==> src/hw/rtl/assert_macros.svh <==
// assertion helpers shared by the rtl files
`ifndef ASSERT_MACROS_SVH
`define ASSERT_MACROS_SVH

// property must hold at every clock edge out of reset
`define CHS_ASSERT(lbl, prop, msg) \
    lbl: assert property (@(posedge clk) disable iff (!rst_n) prop) else $error(msg);

// expression must never be true out of reset
`define CHS_ASSERT_NEVER(lbl, expr, msg) \
    lbl: assert property (@(posedge clk) disable iff (!rst_n) !(expr)) else $error(msg);

`endif

==> src/hw/rtl/chs_pkg.sv <==
// ----------------------------------------------------------------------------
// chs_pkg
// types and constants of the chs task-file command issue block
// ----------------------------------------------------------------------------
package chs_pkg;

    localparam int SECTOR_BYTES   = 512;
    localparam int SECTOR_SHIFT   = $clog2(SECTOR_BYTES);
    localparam int MAX_XFER_BYTES = 16384;

    localparam int OFF_W   = 32;
    localparam int LEN_W   = 31;
    localparam int SEC_W   = 32;
    localparam int LSEC_W  = SEC_W + 1;
    localparam int CAP_W   = $clog2(MAX_XFER_BYTES + SECTOR_BYTES);
    localparam int NSEC_W  = $clog2(MAX_XFER_BYTES / SECTOR_BYTES + 1);
    localparam int BYTES_W = 15;
    localparam int SPT_W   = 8;
    localparam int HPC_W   = 5;
    localparam int CNT_W   = $clog2(LSEC_W);
    localparam int CFG_IDX_W  = 2;
    localparam int CFG_DATA_W = 8;

    localparam int FIFO_DEPTH = 2;
    localparam int FIFO_PTR_W = $clog2(FIFO_DEPTH);

    localparam logic [CFG_IDX_W-1:0] CFG_SPT    = 2'd0;
    localparam logic [CFG_IDX_W-1:0] CFG_HPC    = 2'd1;
    localparam logic [CFG_IDX_W-1:0] CFG_ONLINE = 2'd2;

    localparam logic [SPT_W-1:0] SPT_RESET = 8'd63;
    localparam logic [HPC_W-1:0] HPC_RESET = 5'd16;

    localparam logic [2:0] PORT_COUNT    = 3'd2;
    localparam logic [2:0] PORT_SECTOR   = 3'd3;
    localparam logic [2:0] PORT_CYL_LOW  = 3'd4;
    localparam logic [2:0] PORT_CYL_HIGH = 3'd5;
    localparam logic [2:0] PORT_DRV_HEAD = 3'd6;
    localparam logic [2:0] PORT_COMMAND  = 3'd7;
    localparam logic [2:0] PORT_NONE     = 3'd0;

    localparam logic [7:0] CMD_READ  = 8'h20;
    localparam logic [7:0] CMD_WRITE = 8'h30;
    localparam logic [7:0] DH_FIXED  = 8'h20;

    localparam logic [1:0] STATUS_ISSUED   = 2'd0;
    localparam logic [1:0] STATUS_PAST_END = 2'd1;
    localparam logic [1:0] STATUS_OFFLINE  = 2'd2;

    localparam logic [2:0] LAST_WRITE = 3'd5;

    typedef enum logic [1:0] {
        KIND_ISSUE,
        KIND_PAST,
        KIND_OFFLINE
    } kind_t;

    typedef enum logic [1:0] {
        ST_IDLE,
        ST_DIV1,
        ST_DIV2,
        ST_EMIT
    } back_state_t;

    typedef struct packed {
        kind_t              kind;
        logic               cmd;
        logic               drv;
        logic [LSEC_W-1:0]  lsec;
        logic [SEC_W-1:0]   pend;
        logic [NSEC_W-1:0]  nsec;
    } entry_t;

    typedef struct packed {
        logic               start;
        logic [LSEC_W-1:0]  dividend;
        logic [SPT_W-1:0]   divisor;
    } div_req_t;

    typedef struct packed {
        logic               done;
        logic [LSEC_W-1:0]  quotient;
        logic [SPT_W-1:0]   remainder;
    } div_rsp_t;

endpackage

==> src/hw/rtl/chs_front.sv <==
// ----------------------------------------------------------------------------
// chs_front
// takes requests, forms the logical sector and sector count, classifies them
// ----------------------------------------------------------------------------
module chs_front (
    input  logic                      in_valid,
    output logic                      in_ready,
    input  logic                      cmd,
    input  logic [chs_pkg::OFF_W-1:0] byte_offset,
    input  logic [chs_pkg::LEN_W-1:0] byte_length,
    input  logic [chs_pkg::SEC_W-1:0] part_start_sector,
    input  logic [chs_pkg::SEC_W-1:0] part_end_sector,
    input  logic                      drive_select,
    input  logic                      drive_online,
    input  logic                      fifo_full,
    output logic                      push,
    output chs_pkg::entry_t           entry
);
    import chs_pkg::*;

    logic [CAP_W-1:0]  len_cap;
    logic [CAP_W-1:0]  len_round;
    logic [LSEC_W-1:0] lsec;
    logic              past;

    always_comb
    begin
        if (byte_length > LEN_W'(MAX_XFER_BYTES))
            len_cap = CAP_W'(MAX_XFER_BYTES);
        else
            len_cap = byte_length[CAP_W-1:0];
        len_round = len_cap + CAP_W'(SECTOR_BYTES - 1);
        lsec = LSEC_W'(byte_offset >> SECTOR_SHIFT) + {1'b0, part_start_sector};
        past = lsec >= {1'b0, part_end_sector};
    end

    assign in_ready = !fifo_full;
    assign push     = in_valid && !fifo_full;

    always_comb
    begin
        entry.cmd  = cmd;
        entry.drv  = drive_select;
        entry.lsec = lsec;
        entry.pend = part_end_sector;
        entry.nsec = len_round[CAP_W-1 -: NSEC_W];
        if (!drive_online)
            entry.kind = KIND_OFFLINE;
        else if (past)
            entry.kind = KIND_PAST;
        else
            entry.kind = KIND_ISSUE;
    end

endmodule

==> src/hw/rtl/chs_fifo.sv <==
// ----------------------------------------------------------------------------
// chs_fifo
// short queue of classified requests between front and back
// ----------------------------------------------------------------------------
module chs_fifo (
    input  logic            clk,
    input  logic            rst_n,
    input  logic            push,
    input  chs_pkg::entry_t wr_entry,
    input  logic            pop,
    output chs_pkg::entry_t rd_entry,
    output logic            full,
    output logic            empty
);
    import chs_pkg::*;
    `include "assert_macros.svh"

    entry_t                    mem_reg [FIFO_DEPTH];
    logic [FIFO_PTR_W-1:0]     wr_ptr_reg;
    logic [FIFO_PTR_W-1:0]     rd_ptr_reg;
    logic [FIFO_PTR_W:0]       count_reg;

    assign full     = count_reg == (FIFO_PTR_W+1)'(FIFO_DEPTH);
    assign empty    = count_reg == '0;
    assign rd_entry = mem_reg[rd_ptr_reg];

    always_ff @(posedge clk)
    begin
        if (push)
            mem_reg[wr_ptr_reg] <= wr_entry;
    end

    always_ff @(posedge clk or negedge rst_n)
    begin
        if (!rst_n)
        begin
            wr_ptr_reg <= '0;
            rd_ptr_reg <= '0;
            count_reg  <= '0;
        end
        else
        begin
            if (push)
                wr_ptr_reg <= wr_ptr_reg + 1'b1;
            if (pop)
                rd_ptr_reg <= rd_ptr_reg + 1'b1;
            if (push && !pop)
                count_reg <= count_reg + 1'b1;
            else if (pop && !push)
                count_reg <= count_reg - 1'b1;
        end
    end

    `CHS_ASSERT_NEVER(a_no_overflow, push && full, "push into full queue")
    `CHS_ASSERT_NEVER(a_no_underflow, pop && empty, "pop from empty queue")
    `CHS_ASSERT(a_ptr_gap, (wr_ptr_reg - rd_ptr_reg) == count_reg[FIFO_PTR_W-1:0], "pointer gap")

endmodule

==> src/hw/rtl/chs_divider.sv <==
// ----------------------------------------------------------------------------
// chs_divider
// restoring divider, one quotient bit per cycle
// ----------------------------------------------------------------------------
module chs_divider (
    input  logic              clk,
    input  logic              rst_n,
    input  chs_pkg::div_req_t req,
    output chs_pkg::div_rsp_t rsp
);
    import chs_pkg::*;

    logic [LSEC_W-1:0] q_reg;
    logic [SPT_W-1:0]  rem_reg;
    logic [SPT_W-1:0]  div_reg;
    logic [CNT_W-1:0]  cnt_reg;
    logic              busy_reg;
    logic              done_reg;
    logic [SPT_W:0]    rem_sh;
    logic              ge;

    always_comb
    begin
        rem_sh = {rem_reg, q_reg[LSEC_W-1]};
        ge     = rem_sh >= {1'b0, div_reg};
    end

    always_ff @(posedge clk)
    begin
        if (req.start)
        begin
            q_reg   <= req.dividend;
            rem_reg <= '0;
            div_reg <= req.divisor;
        end
        else if (busy_reg)
        begin
            q_reg <= {q_reg[LSEC_W-2:0], ge};
            if (ge)
                rem_reg <= SPT_W'(rem_sh - {1'b0, div_reg});
            else
                rem_reg <= rem_sh[SPT_W-1:0];
        end
    end

    always_ff @(posedge clk or negedge rst_n)
    begin
        if (!rst_n)
        begin
            busy_reg <= 1'b0;
            done_reg <= 1'b0;
            cnt_reg  <= '0;
        end
        else
        begin
            done_reg <= busy_reg && (cnt_reg == CNT_W'(LSEC_W - 1)) && !req.start;
            if (req.start)
            begin
                busy_reg <= 1'b1;
                cnt_reg  <= '0;
            end
            else if (busy_reg)
            begin
                cnt_reg <= cnt_reg + 1'b1;
                if (cnt_reg == CNT_W'(LSEC_W - 1))
                    busy_reg <= 1'b0;
            end
        end
    end

    assign rsp.done      = done_reg;
    assign rsp.quotient  = q_reg;
    assign rsp.remainder = rem_reg;

endmodule

==> src/hw/rtl/chs_back.sv <==
// ----------------------------------------------------------------------------
// chs_back
// geometry conversion and task-file write sequencer with output register
// ----------------------------------------------------------------------------
module chs_back (
    input  logic                          clk,
    input  logic                          rst_n,
    input  logic                          fifo_empty,
    input  chs_pkg::entry_t               entry,
    output logic                          pop,
    input  logic [chs_pkg::SPT_W-1:0]     sectors_per_track,
    input  logic [chs_pkg::HPC_W-1:0]     heads_per_cylinder,
    output chs_pkg::div_req_t             div_req,
    input  chs_pkg::div_rsp_t             div_rsp,
    output logic                          out_valid,
    input  logic                          out_ready,
    output logic [2:0]                    port_offset,
    output logic [7:0]                    reg_value,
    output logic [1:0]                    status,
    output logic [chs_pkg::BYTES_W-1:0]   byte_count,
    output logic                          last
);
    import chs_pkg::*;
    `include "assert_macros.svh"

    back_state_t        state_reg, state_next;
    logic [2:0]         idx_reg, idx_next;
    logic               cmd_reg, drv_reg;
    logic [NSEC_W-1:0]  nsec_reg;
    logic [SPT_W-1:0]   sec_reg;
    logic [HPC_W-1:0]   head_reg;
    logic [15:0]        cyl_reg;

    logic               out_valid_reg;
    logic [2:0]         port_reg;
    logic [7:0]         value_reg;
    logic [1:0]         status_reg;
    logic [BYTES_W-1:0] bytes_reg;
    logic               last_reg;

    logic               slot_free;
    logic               load_entry, save_r1, save_q2, load_out;
    logic [2:0]         o_port;
    logic [7:0]         o_value;
    logic [1:0]         o_status;
    logic               o_last;
    logic [LSEC_W-1:0]  sectors_left;
    logic [NSEC_W-1:0]  nsec_clip;
    logic [SPT_W-1:0]   spt_eff;
    logic [HPC_W-1:0]   hpc_eff;
    logic               div_phase;
    logic               reject_out;

    assign slot_free = !out_valid_reg || out_ready;
    assign spt_eff   = (sectors_per_track == '0) ? SPT_W'(1) : sectors_per_track;
    assign hpc_eff   = (heads_per_cylinder == '0) ? HPC_W'(1) : heads_per_cylinder;

    // sectors left before the partition end
    always_comb
    begin
        sectors_left = {1'b0, entry.pend} - entry.lsec;
        if (sectors_left[LSEC_W-1:NSEC_W] == '0 && sectors_left[NSEC_W-1:0] < entry.nsec)
            nsec_clip = sectors_left[NSEC_W-1:0];
        else
            nsec_clip = entry.nsec;
    end

    always_comb
    begin
        state_next = state_reg;
        idx_next   = idx_reg;
        pop        = 1'b0;
        load_entry = 1'b0;
        save_r1    = 1'b0;
        save_q2    = 1'b0;
        load_out   = 1'b0;
        div_req    = '0;
        o_port     = PORT_NONE;
        o_value    = '0;
        o_status   = STATUS_ISSUED;
        o_last     = 1'b0;
        case (state_reg)
            ST_IDLE:
            begin
                if (!fifo_empty)
                begin
                    if (entry.kind == KIND_ISSUE)
                    begin
                        pop              = 1'b1;
                        load_entry       = 1'b1;
                        div_req.start    = 1'b1;
                        div_req.dividend = entry.lsec;
                        div_req.divisor  = spt_eff;
                        state_next       = ST_DIV1;
                    end
                    else if (slot_free)
                    begin
                        pop      = 1'b1;
                        load_out = 1'b1;
                        o_status = (entry.kind == KIND_PAST) ? STATUS_PAST_END : STATUS_OFFLINE;
                        o_last   = 1'b1;
                    end
                end
            end
            ST_DIV1:
            begin
                if (div_rsp.done)
                begin
                    save_r1          = 1'b1;
                    div_req.start    = 1'b1;
                    div_req.dividend = div_rsp.quotient;
                    div_req.divisor  = SPT_W'(hpc_eff);
                    state_next       = ST_DIV2;
                end
            end
            ST_DIV2:
            begin
                if (div_rsp.done)
                begin
                    save_q2    = 1'b1;
                    idx_next   = '0;
                    state_next = ST_EMIT;
                end
            end
            ST_EMIT:
            begin
                if (slot_free)
                begin
                    load_out = 1'b1;
                    case (idx_reg)
                        3'd0:
                        begin
                            o_port  = PORT_COUNT;
                            o_value = 8'(nsec_reg);
                        end
                        3'd1:
                        begin
                            o_port  = PORT_SECTOR;
                            o_value = sec_reg;
                        end
                        3'd2:
                        begin
                            o_port  = PORT_DRV_HEAD;
                            o_value = DH_FIXED | {3'b000, drv_reg, 4'b0000} | 8'(head_reg);
                        end
                        3'd3:
                        begin
                            o_port  = PORT_CYL_LOW;
                            o_value = cyl_reg[7:0];
                        end
                        3'd4:
                        begin
                            o_port  = PORT_CYL_HIGH;
                            o_value = cyl_reg[15:8];
                        end
                        default:
                        begin
                            o_port  = PORT_COMMAND;
                            o_value = cmd_reg ? CMD_WRITE : CMD_READ;
                            o_last  = 1'b1;
                        end
                    endcase
                    if (idx_reg == LAST_WRITE)
                        state_next = ST_IDLE;
                    else
                        idx_next = idx_reg + 1'b1;
                end
            end
            default:
            begin
                state_next = ST_IDLE;
            end
        endcase
    end

    always_ff @(posedge clk or negedge rst_n)
    begin
        if (!rst_n)
        begin
            state_reg     <= ST_IDLE;
            idx_reg       <= '0;
            out_valid_reg <= 1'b0;
        end
        else
        begin
            state_reg <= state_next;
            idx_reg   <= idx_next;
            if (load_out)
                out_valid_reg <= 1'b1;
            else if (out_ready)
                out_valid_reg <= 1'b0;
        end
    end

    always_ff @(posedge clk)
    begin
        if (load_entry)
        begin
            cmd_reg  <= entry.cmd;
            drv_reg  <= entry.drv;
            nsec_reg <= nsec_clip;
        end
        if (save_r1)
            sec_reg <= div_rsp.remainder + 1'b1;
        if (save_q2)
        begin
            head_reg <= div_rsp.remainder[HPC_W-1:0];
            cyl_reg  <= div_rsp.quotient[15:0];
        end
        if (load_out)
        begin
            port_reg   <= o_port;
            value_reg  <= o_value;
            status_reg <= o_status;
            last_reg   <= o_last;
            if (o_status == STATUS_ISSUED)
                bytes_reg <= BYTES_W'({nsec_reg, {SECTOR_SHIFT{1'b0}}});
            else
                bytes_reg <= '0;
        end
    end

    assign out_valid   = out_valid_reg;
    assign port_offset = port_reg;
    assign reg_value   = value_reg;
    assign status      = status_reg;
    assign byte_count  = bytes_reg;
    assign last        = last_reg;

    assign div_phase  = (state_reg == ST_DIV1) || (state_reg == ST_DIV2);
    assign reject_out = out_valid_reg && (status_reg != STATUS_ISSUED);

    `CHS_ASSERT(a_status_last, reject_out |-> last_reg, "status without last")
    `CHS_ASSERT(a_done_in_div, div_rsp.done |-> div_phase, "stray divide done")
    `CHS_ASSERT_NEVER(a_pop_busy, pop && state_reg != ST_IDLE, "pop while busy")

endmodule

==> src/hw/rtl/chs_transfer_command_issue.sv <==
// ----------------------------------------------------------------------------
// chs_transfer_command_issue
// turns a partition byte transfer request into six ata chs task-file writes
// ----------------------------------------------------------------------------
// usage
// - request channel in_valid/in_ready with cmd, byte_offset, byte_length,
//   part_start_sector, part_end_sector and drive_select; one transfer per request
// - result channel out_valid/out_ready with port_offset, reg_value, status,
//   byte_count and last; last marks the final result of a request
// - config port cfg_we/cfg_index/cfg_wdata: 0 sectors per track, 1 heads per
//   cylinder, 2 drive online; write only while the block is idle
// - an issued request gives six writes after two 33-step serial divisions
//   (sector by track, then track by heads)
// - offline or past-end requests give one status result through the output register
// - the back takes a new request from the queue only once the previous one is through
// - a two-entry queue lets the front keep taking requests while the back works
// - reset empties the queue and output register and loads geometry 63/16, offline
// - when the receiver stalls the output register holds and the back waits
// ----------------------------------------------------------------------------
module chs_transfer_command_issue (
    input  logic                           clk,
    input  logic                           rst_n,
    input  logic                           cfg_we,
    input  logic [chs_pkg::CFG_IDX_W-1:0]  cfg_index,
    input  logic [chs_pkg::CFG_DATA_W-1:0] cfg_wdata,
    input  logic                           in_valid,
    output logic                           in_ready,
    input  logic                           cmd,
    input  logic [chs_pkg::OFF_W-1:0]      byte_offset,
    input  logic [chs_pkg::LEN_W-1:0]      byte_length,
    input  logic [chs_pkg::SEC_W-1:0]      part_start_sector,
    input  logic [chs_pkg::SEC_W-1:0]      part_end_sector,
    input  logic                           drive_select,
    output logic                           out_valid,
    input  logic                           out_ready,
    output logic [2:0]                     port_offset,
    output logic [7:0]                     reg_value,
    output logic [1:0]                     status,
    output logic [chs_pkg::BYTES_W-1:0]    byte_count,
    output logic                           last
);
    import chs_pkg::*;

    // configuration registers
    logic [SPT_W-1:0] spt_reg;
    logic [HPC_W-1:0] hpc_reg;
    logic             online_reg;

    // front to queue
    logic   push;
    entry_t wr_entry;
    // queue to back
    logic   pop;
    logic   fifo_full;
    logic   fifo_empty;
    entry_t rd_entry;
    // back to divider
    div_req_t div_req;
    div_rsp_t div_rsp;

    always_ff @(posedge clk or negedge rst_n)
    begin
        if (!rst_n)
        begin
            spt_reg    <= SPT_RESET;
            hpc_reg    <= HPC_RESET;
            online_reg <= 1'b0;
        end
        else if (cfg_we)
        begin
            case (cfg_index)
                CFG_SPT:    spt_reg    <= cfg_wdata;
                CFG_HPC:    hpc_reg    <= cfg_wdata[HPC_W-1:0];
                CFG_ONLINE: online_reg <= cfg_wdata[0];
                default:    ;
            endcase
        end
    end

    // classify and form the logical sector
    chs_front u_front (
        .in_valid          (in_valid),
        .in_ready          (in_ready),
        .cmd               (cmd),
        .byte_offset       (byte_offset),
        .byte_length       (byte_length),
        .part_start_sector (part_start_sector),
        .part_end_sector   (part_end_sector),
        .drive_select      (drive_select),
        .drive_online      (online_reg),
        .fifo_full         (fifo_full),
        .push              (push),
        .entry             (wr_entry)
    );

    // decouples request intake from the slow back end
    chs_fifo u_fifo (
        .clk      (clk),
        .rst_n    (rst_n),
        .push     (push),
        .wr_entry (wr_entry),
        .pop      (pop),
        .rd_entry (rd_entry),
        .full     (fifo_full),
        .empty    (fifo_empty)
    );

    // shared serial divider for both geometry steps
    chs_divider u_divider (
        .clk   (clk),
        .rst_n (rst_n),
        .req   (div_req),
        .rsp   (div_rsp)
    );

    // chs conversion and write sequencing
    chs_back u_back (
        .clk                (clk),
        .rst_n              (rst_n),
        .fifo_empty         (fifo_empty),
        .entry              (rd_entry),
        .pop                (pop),
        .sectors_per_track  (spt_reg),
        .heads_per_cylinder (hpc_reg),
        .div_req            (div_req),
        .div_rsp            (div_rsp),
        .out_valid          (out_valid),
        .out_ready          (out_ready),
        .port_offset        (port_offset),
        .reg_value          (reg_value),
        .status             (status),
        .byte_count         (byte_count),
        .last               (last)
    );

endmodule

==> config.mk <==
export PLATFORM = sky130hd
export DESIGN_NAME = chs_transfer_command_issue
export DESIGN_NICKNAME = d
export VERILOG_FILES = /design/src/hw/rtl/chs_pkg.sv /design/src/hw/rtl/chs_front.sv /design/src/hw/rtl/chs_fifo.sv /design/src/hw/rtl/chs_divider.sv /design/src/hw/rtl/chs_back.sv /design/src/hw/rtl/chs_transfer_command_issue.sv
export VERILOG_INCLUDE_DIRS = /design/src /design/src/hw/rtl
export SDC_FILE = /design/constraint.sdc
export NUM_CORES = 1
export LEC_CHECK = 0
export ABC_AREA = 1
export BUFFER_PORTS_ARGS = -buffer_cell sky130_fd_sc_hd__buf_2
export CAP_MARGIN = 20
export CELL_PAD_IN_SITES_DETAIL_PLACEMENT = 1
export CELL_PAD_IN_SITES_GLOBAL_PLACEMENT = 1
export CORE_MARGIN = 5
export CORE_UTILIZATION = 49
export CTS_CLUSTER_DIAMETER = 200
export DETAILED_ROUTE_END_ITERATION = 16
export MAX_ROUTING_LAYER = met4
export PLACE_DENSITY = 0.95
export SLEW_MARGIN = 10
export SYNTH_ARGS = -nofsm -noshare
export SYNTH_HDL_FRONTEND = slang
export SYNTH_SLANG_ARGS = --single-unit
==> constraint.sdc <==
create_clock -name clk -period 6.73 [get_ports clk]
set_clock_uncertainty 0.15 [all_clocks]
set_input_delay 1.346 -clock clk [delete_from_list [all_inputs] [get_ports clk]]
set_output_delay 1.346 -clock clk [all_outputs]
set_load 0.02 [all_outputs]
==> metrics.md <==
| Metric | Value |
|---|---|
| Max Cap Viol | `0` |
| Num ports | `175` |
| Critical Path End Type | `flip-flop` |
| Crit-path max FO | `5` |
| Post-route insts no fill | `2601` |
| Net Switching | `4.50 mW` |
| Min Hold Slack | `approximately 0.31 ns` |
| IO buf count | `156` |
| Hold-fix buffers at CTS | `0` |
| Die ar. | `roughly 0.039 mm^2` |
| Post-CTS Resized | `0` |
| Clock tree buffer depth | `3` |
| Total track usage | `27.7%` |
| Initial antenna violation count | `1` |
| P_leak | `9.40 nW` |
| CTS tree | `built` |
| Fin util | `56.6%` |
| Vias in the first global route | `~16k` |
| Via-to-Cell Ratio | `5.49` |
| Clock root cell | `clkbuf_16` |
| Synthesized area | `0.0170 mm^2` |
| Layout Nets | `2381` |
| Largest area contributor in the synthesized netlist | `edfxtp_1` |
| PD cells | `around 510 mW/mm^2` |
| H-tree levels | `1` |
| Post-synth top area share | `43.7%` |
| Internal | `roughly 5.4 mW` |
| Min cycle time layout | `5.09 ns` |
| Worst slew pin tran | `1.09 ns` |
| Post-synth EDFFs | `248` |
| Most frequent cells in the layout | `nand2_1 (579), inv_1 (302), edfxtp_1 (248), buf_2 (156), nor2_1 (123)` |
| Comb pwr share | `51.1%` |
| Fraction of registers with async set/reset | `between 10% and 20%` |
| Site Rows | `68` |
| Worst Hold Class | `flip-flop to flip-flop` |
| Mean routed wirelength per cell | `20.6 um` |
| RD Place Congestion | `between 0.9 and 1` |
| Vias | `about 14k` |
| Final setup fails | `0` |
| CP Launch Type | `primary input` |
| First-pass GRT wire length | `between 80000 and 90000 um` |
| Syn-to-layout area delta | `14.6%` |
| Die Y | `196 um` |
| Clock transition at path regs | `about 0.06 ns` |
| Design area | `0.0195 mm^2` |
| Residual DRC | `0` |
| Critical Path RT | `6.87 ns` |
| Drt first pass iters | `5` |
| RSZ-0062 raised after global routing | `false` |
| Final Power | `9.87 mW` |
| Antenna viol nets, final | `0` |
| Slew HR | `27.0%` |
| Setup Buffers After CTS | `0` |
| Dpl cells | `2541` |
| Power share of the clock group | `19.4%` |
| Most common cell after layout, fill and taps aside | `nand2_1` |
| Worst setup margin | `1.64 ns` |
| Placed instance area | `0.0183 mm^2` |
| CTS Buf Count | `31` |
| Sequential cell area fraction in the yosys report | `about half` |
| Yosys warns | `0` |
| Final slew viol count | `0` |
| Layout cells sized above 1 | `13.7%` |
| Dominant cells by area after synthesis | `edfxtp_1 (44%), nand2_1 (13%), ha_1 (8.3%)` |
| Arr. time, crit path | `5.23 ns` |
| Status | `completed` |
| FF+latch count, synth | `288` |
| Synth unique cells | `56` |
| GRT Residual Overflow | `0` |
| Setup TNS after final layout | `0 ns` |
| Clk sinks | `288` |
| Worst skew pair latency | `0.56 ns` |
| Sequential Power Share | `roughly 30%` |
| Die Wd | `196 um` |
| Largest net degree at the start of global routing | `48` |
| Fin. Hold Viols | `0` |
| Routed wire length | `53600 um` |
| Pre-CTS setup slack | `1.29 ns` |
| Core ar. | `0.0345 mm^2` |
| Final period util | `75.6%` |
| Switching share of power | `between 40% and 50%` |
| Largest register FFs | `150` |
| Synth Instances | `1947` |
| CP Class | `primary input to flip-flop` |
| Worst vdd ir | `0.256 mV` |
| Max Freq | `197 MHz` |
| Mean Syn Cell Area | `8.75 um^2` |
| 1st-iter DRT viols | `~900` |
| Initial Util | `49.4%` |
| DPL Wire Length | `39900 um` |
| Top FF cell, synth | `edfxtp_1` |
[cell families after synthesis]
| kind of cell | count (synthesis) | synth area share, % |
|---|---|---|
| other | 1 | 0.0220 |
| multiplexers | 39 | 2.30 |
| XOR/XNOR | 51 | 2.62 |
| AO/OA/AOI/OAI | 214 | 6.88 |
| buffers and inverters | 354 | 8.04 |
| AND/OR/NAND/NOR | 884 | 22.1 |
| adder cells (fa/ha/maj) | 116 | 8.65 |
| flip-flops | 288 | 49.4 |
[synth_stat cells, types with 6 or more instances]
master,instances
xor2_1,35
buf_4,9
dfxtp_1,8
nand2_1,579
o22ai_1,6
nand2_2,21
nand3_1,68
ha_1,113
mux2i_1,38
dfstp_2,7
o21ai_0,83
inv_2,17
nor3_1,13
edfxtp_1,248
nor2_2,9
dfrtp_1,25
a21oi_1,86
inv_1,302
xnor2_1,16
nor4_1,15
a31oi_1,7
nand4_1,22
o211ai_1,7
nor2_1,125
clkbuf_1,14
[cell type report]
class	count	area (um^2)
fillers	4108	14900
diodes	1	2.50
flip-flops and latches	288	8420
multi-input cells	1313	7310
clock inverters	17	290
well taps	455	569
clock buffers	40	840
repair buffers	163	866
inverters	324	1220
[critical path: stages]
cell and delay, ns:
buf_2 0.10, ha_1 0.35, nand3_1 0.11, nand2_1 0.12
nand2_1 0.06, a21oi_1 0.22, nand2_1 0.08, nand2_1 0.13
nand4_1 0.13, nand3_1 0.20, nand2_1 0.08, o211ai_1 0.22
nand2_1 0.11, nand2_1 0.09, nand2_1 0.10, ha_1 0.37
nand4_1 0.20, nor4_1 0.43, nand4_1 0.16, nor3b_1 0.19
a21oi_1 0.42
[per-layer routing]
metal,part of all wire [%],GRT usage (%),vias up,routed length (um)
met3,4.4,3.04,119,2330
met1,39,31.0,7029,20900
met4,3.3,8.90,0,1760
met2,53,51.7,423,28600
met5,0,-,-,0
li1,-,-,6719,-
[worst paths after layout]
| check | startpoint | endpoint | slack (ns) | cells after the start |
|---|---|---|---|---|
| min in group asynchronous | rst_n | u_divider.cnt_reg[5]$_DFFE_PN0P_ | 0.72 | 1 |
| max | byte_offset[11] | u_fifo.mem_reg[0][73]$_DFFE_PP_ | 1.64 | 21 |
| max reg2reg | u_fifo.rd_ptr_reg$_DFFE_PN0P_ | u_back.nsec_reg[5]$_DFFE_PP_ | 1.93 | 21 |
| max in group asynchronous | rst_n | u_fifo.rd_ptr_reg$_DFFE_PN0P_ | 5.12 | 1 |
| min reg2reg | u_divider.q_reg[12]$_DFFE_PP_ | u_back.cyl_reg[12]$_DFFE_PP_ | 0.31 | 0 |
| min | u_divider.q_reg[12]$_DFFE_PP_ | u_back.cyl_reg[12]$_DFFE_PP_ | 0.31 | 0 |
[power by group through the flow]
stage                     clock network, mW  registers, mW  logic [mW]
after floorplan                           0           2.90        3.36
after global placement                    0           2.88        4.51
after detailed placement                  0           2.94        4.84
after CTS                              1.93           2.92        4.97
after global routing                   2.01           2.96        5.55
final                                  1.91           2.91        5.04
Power figures use the tool's default switching activity.
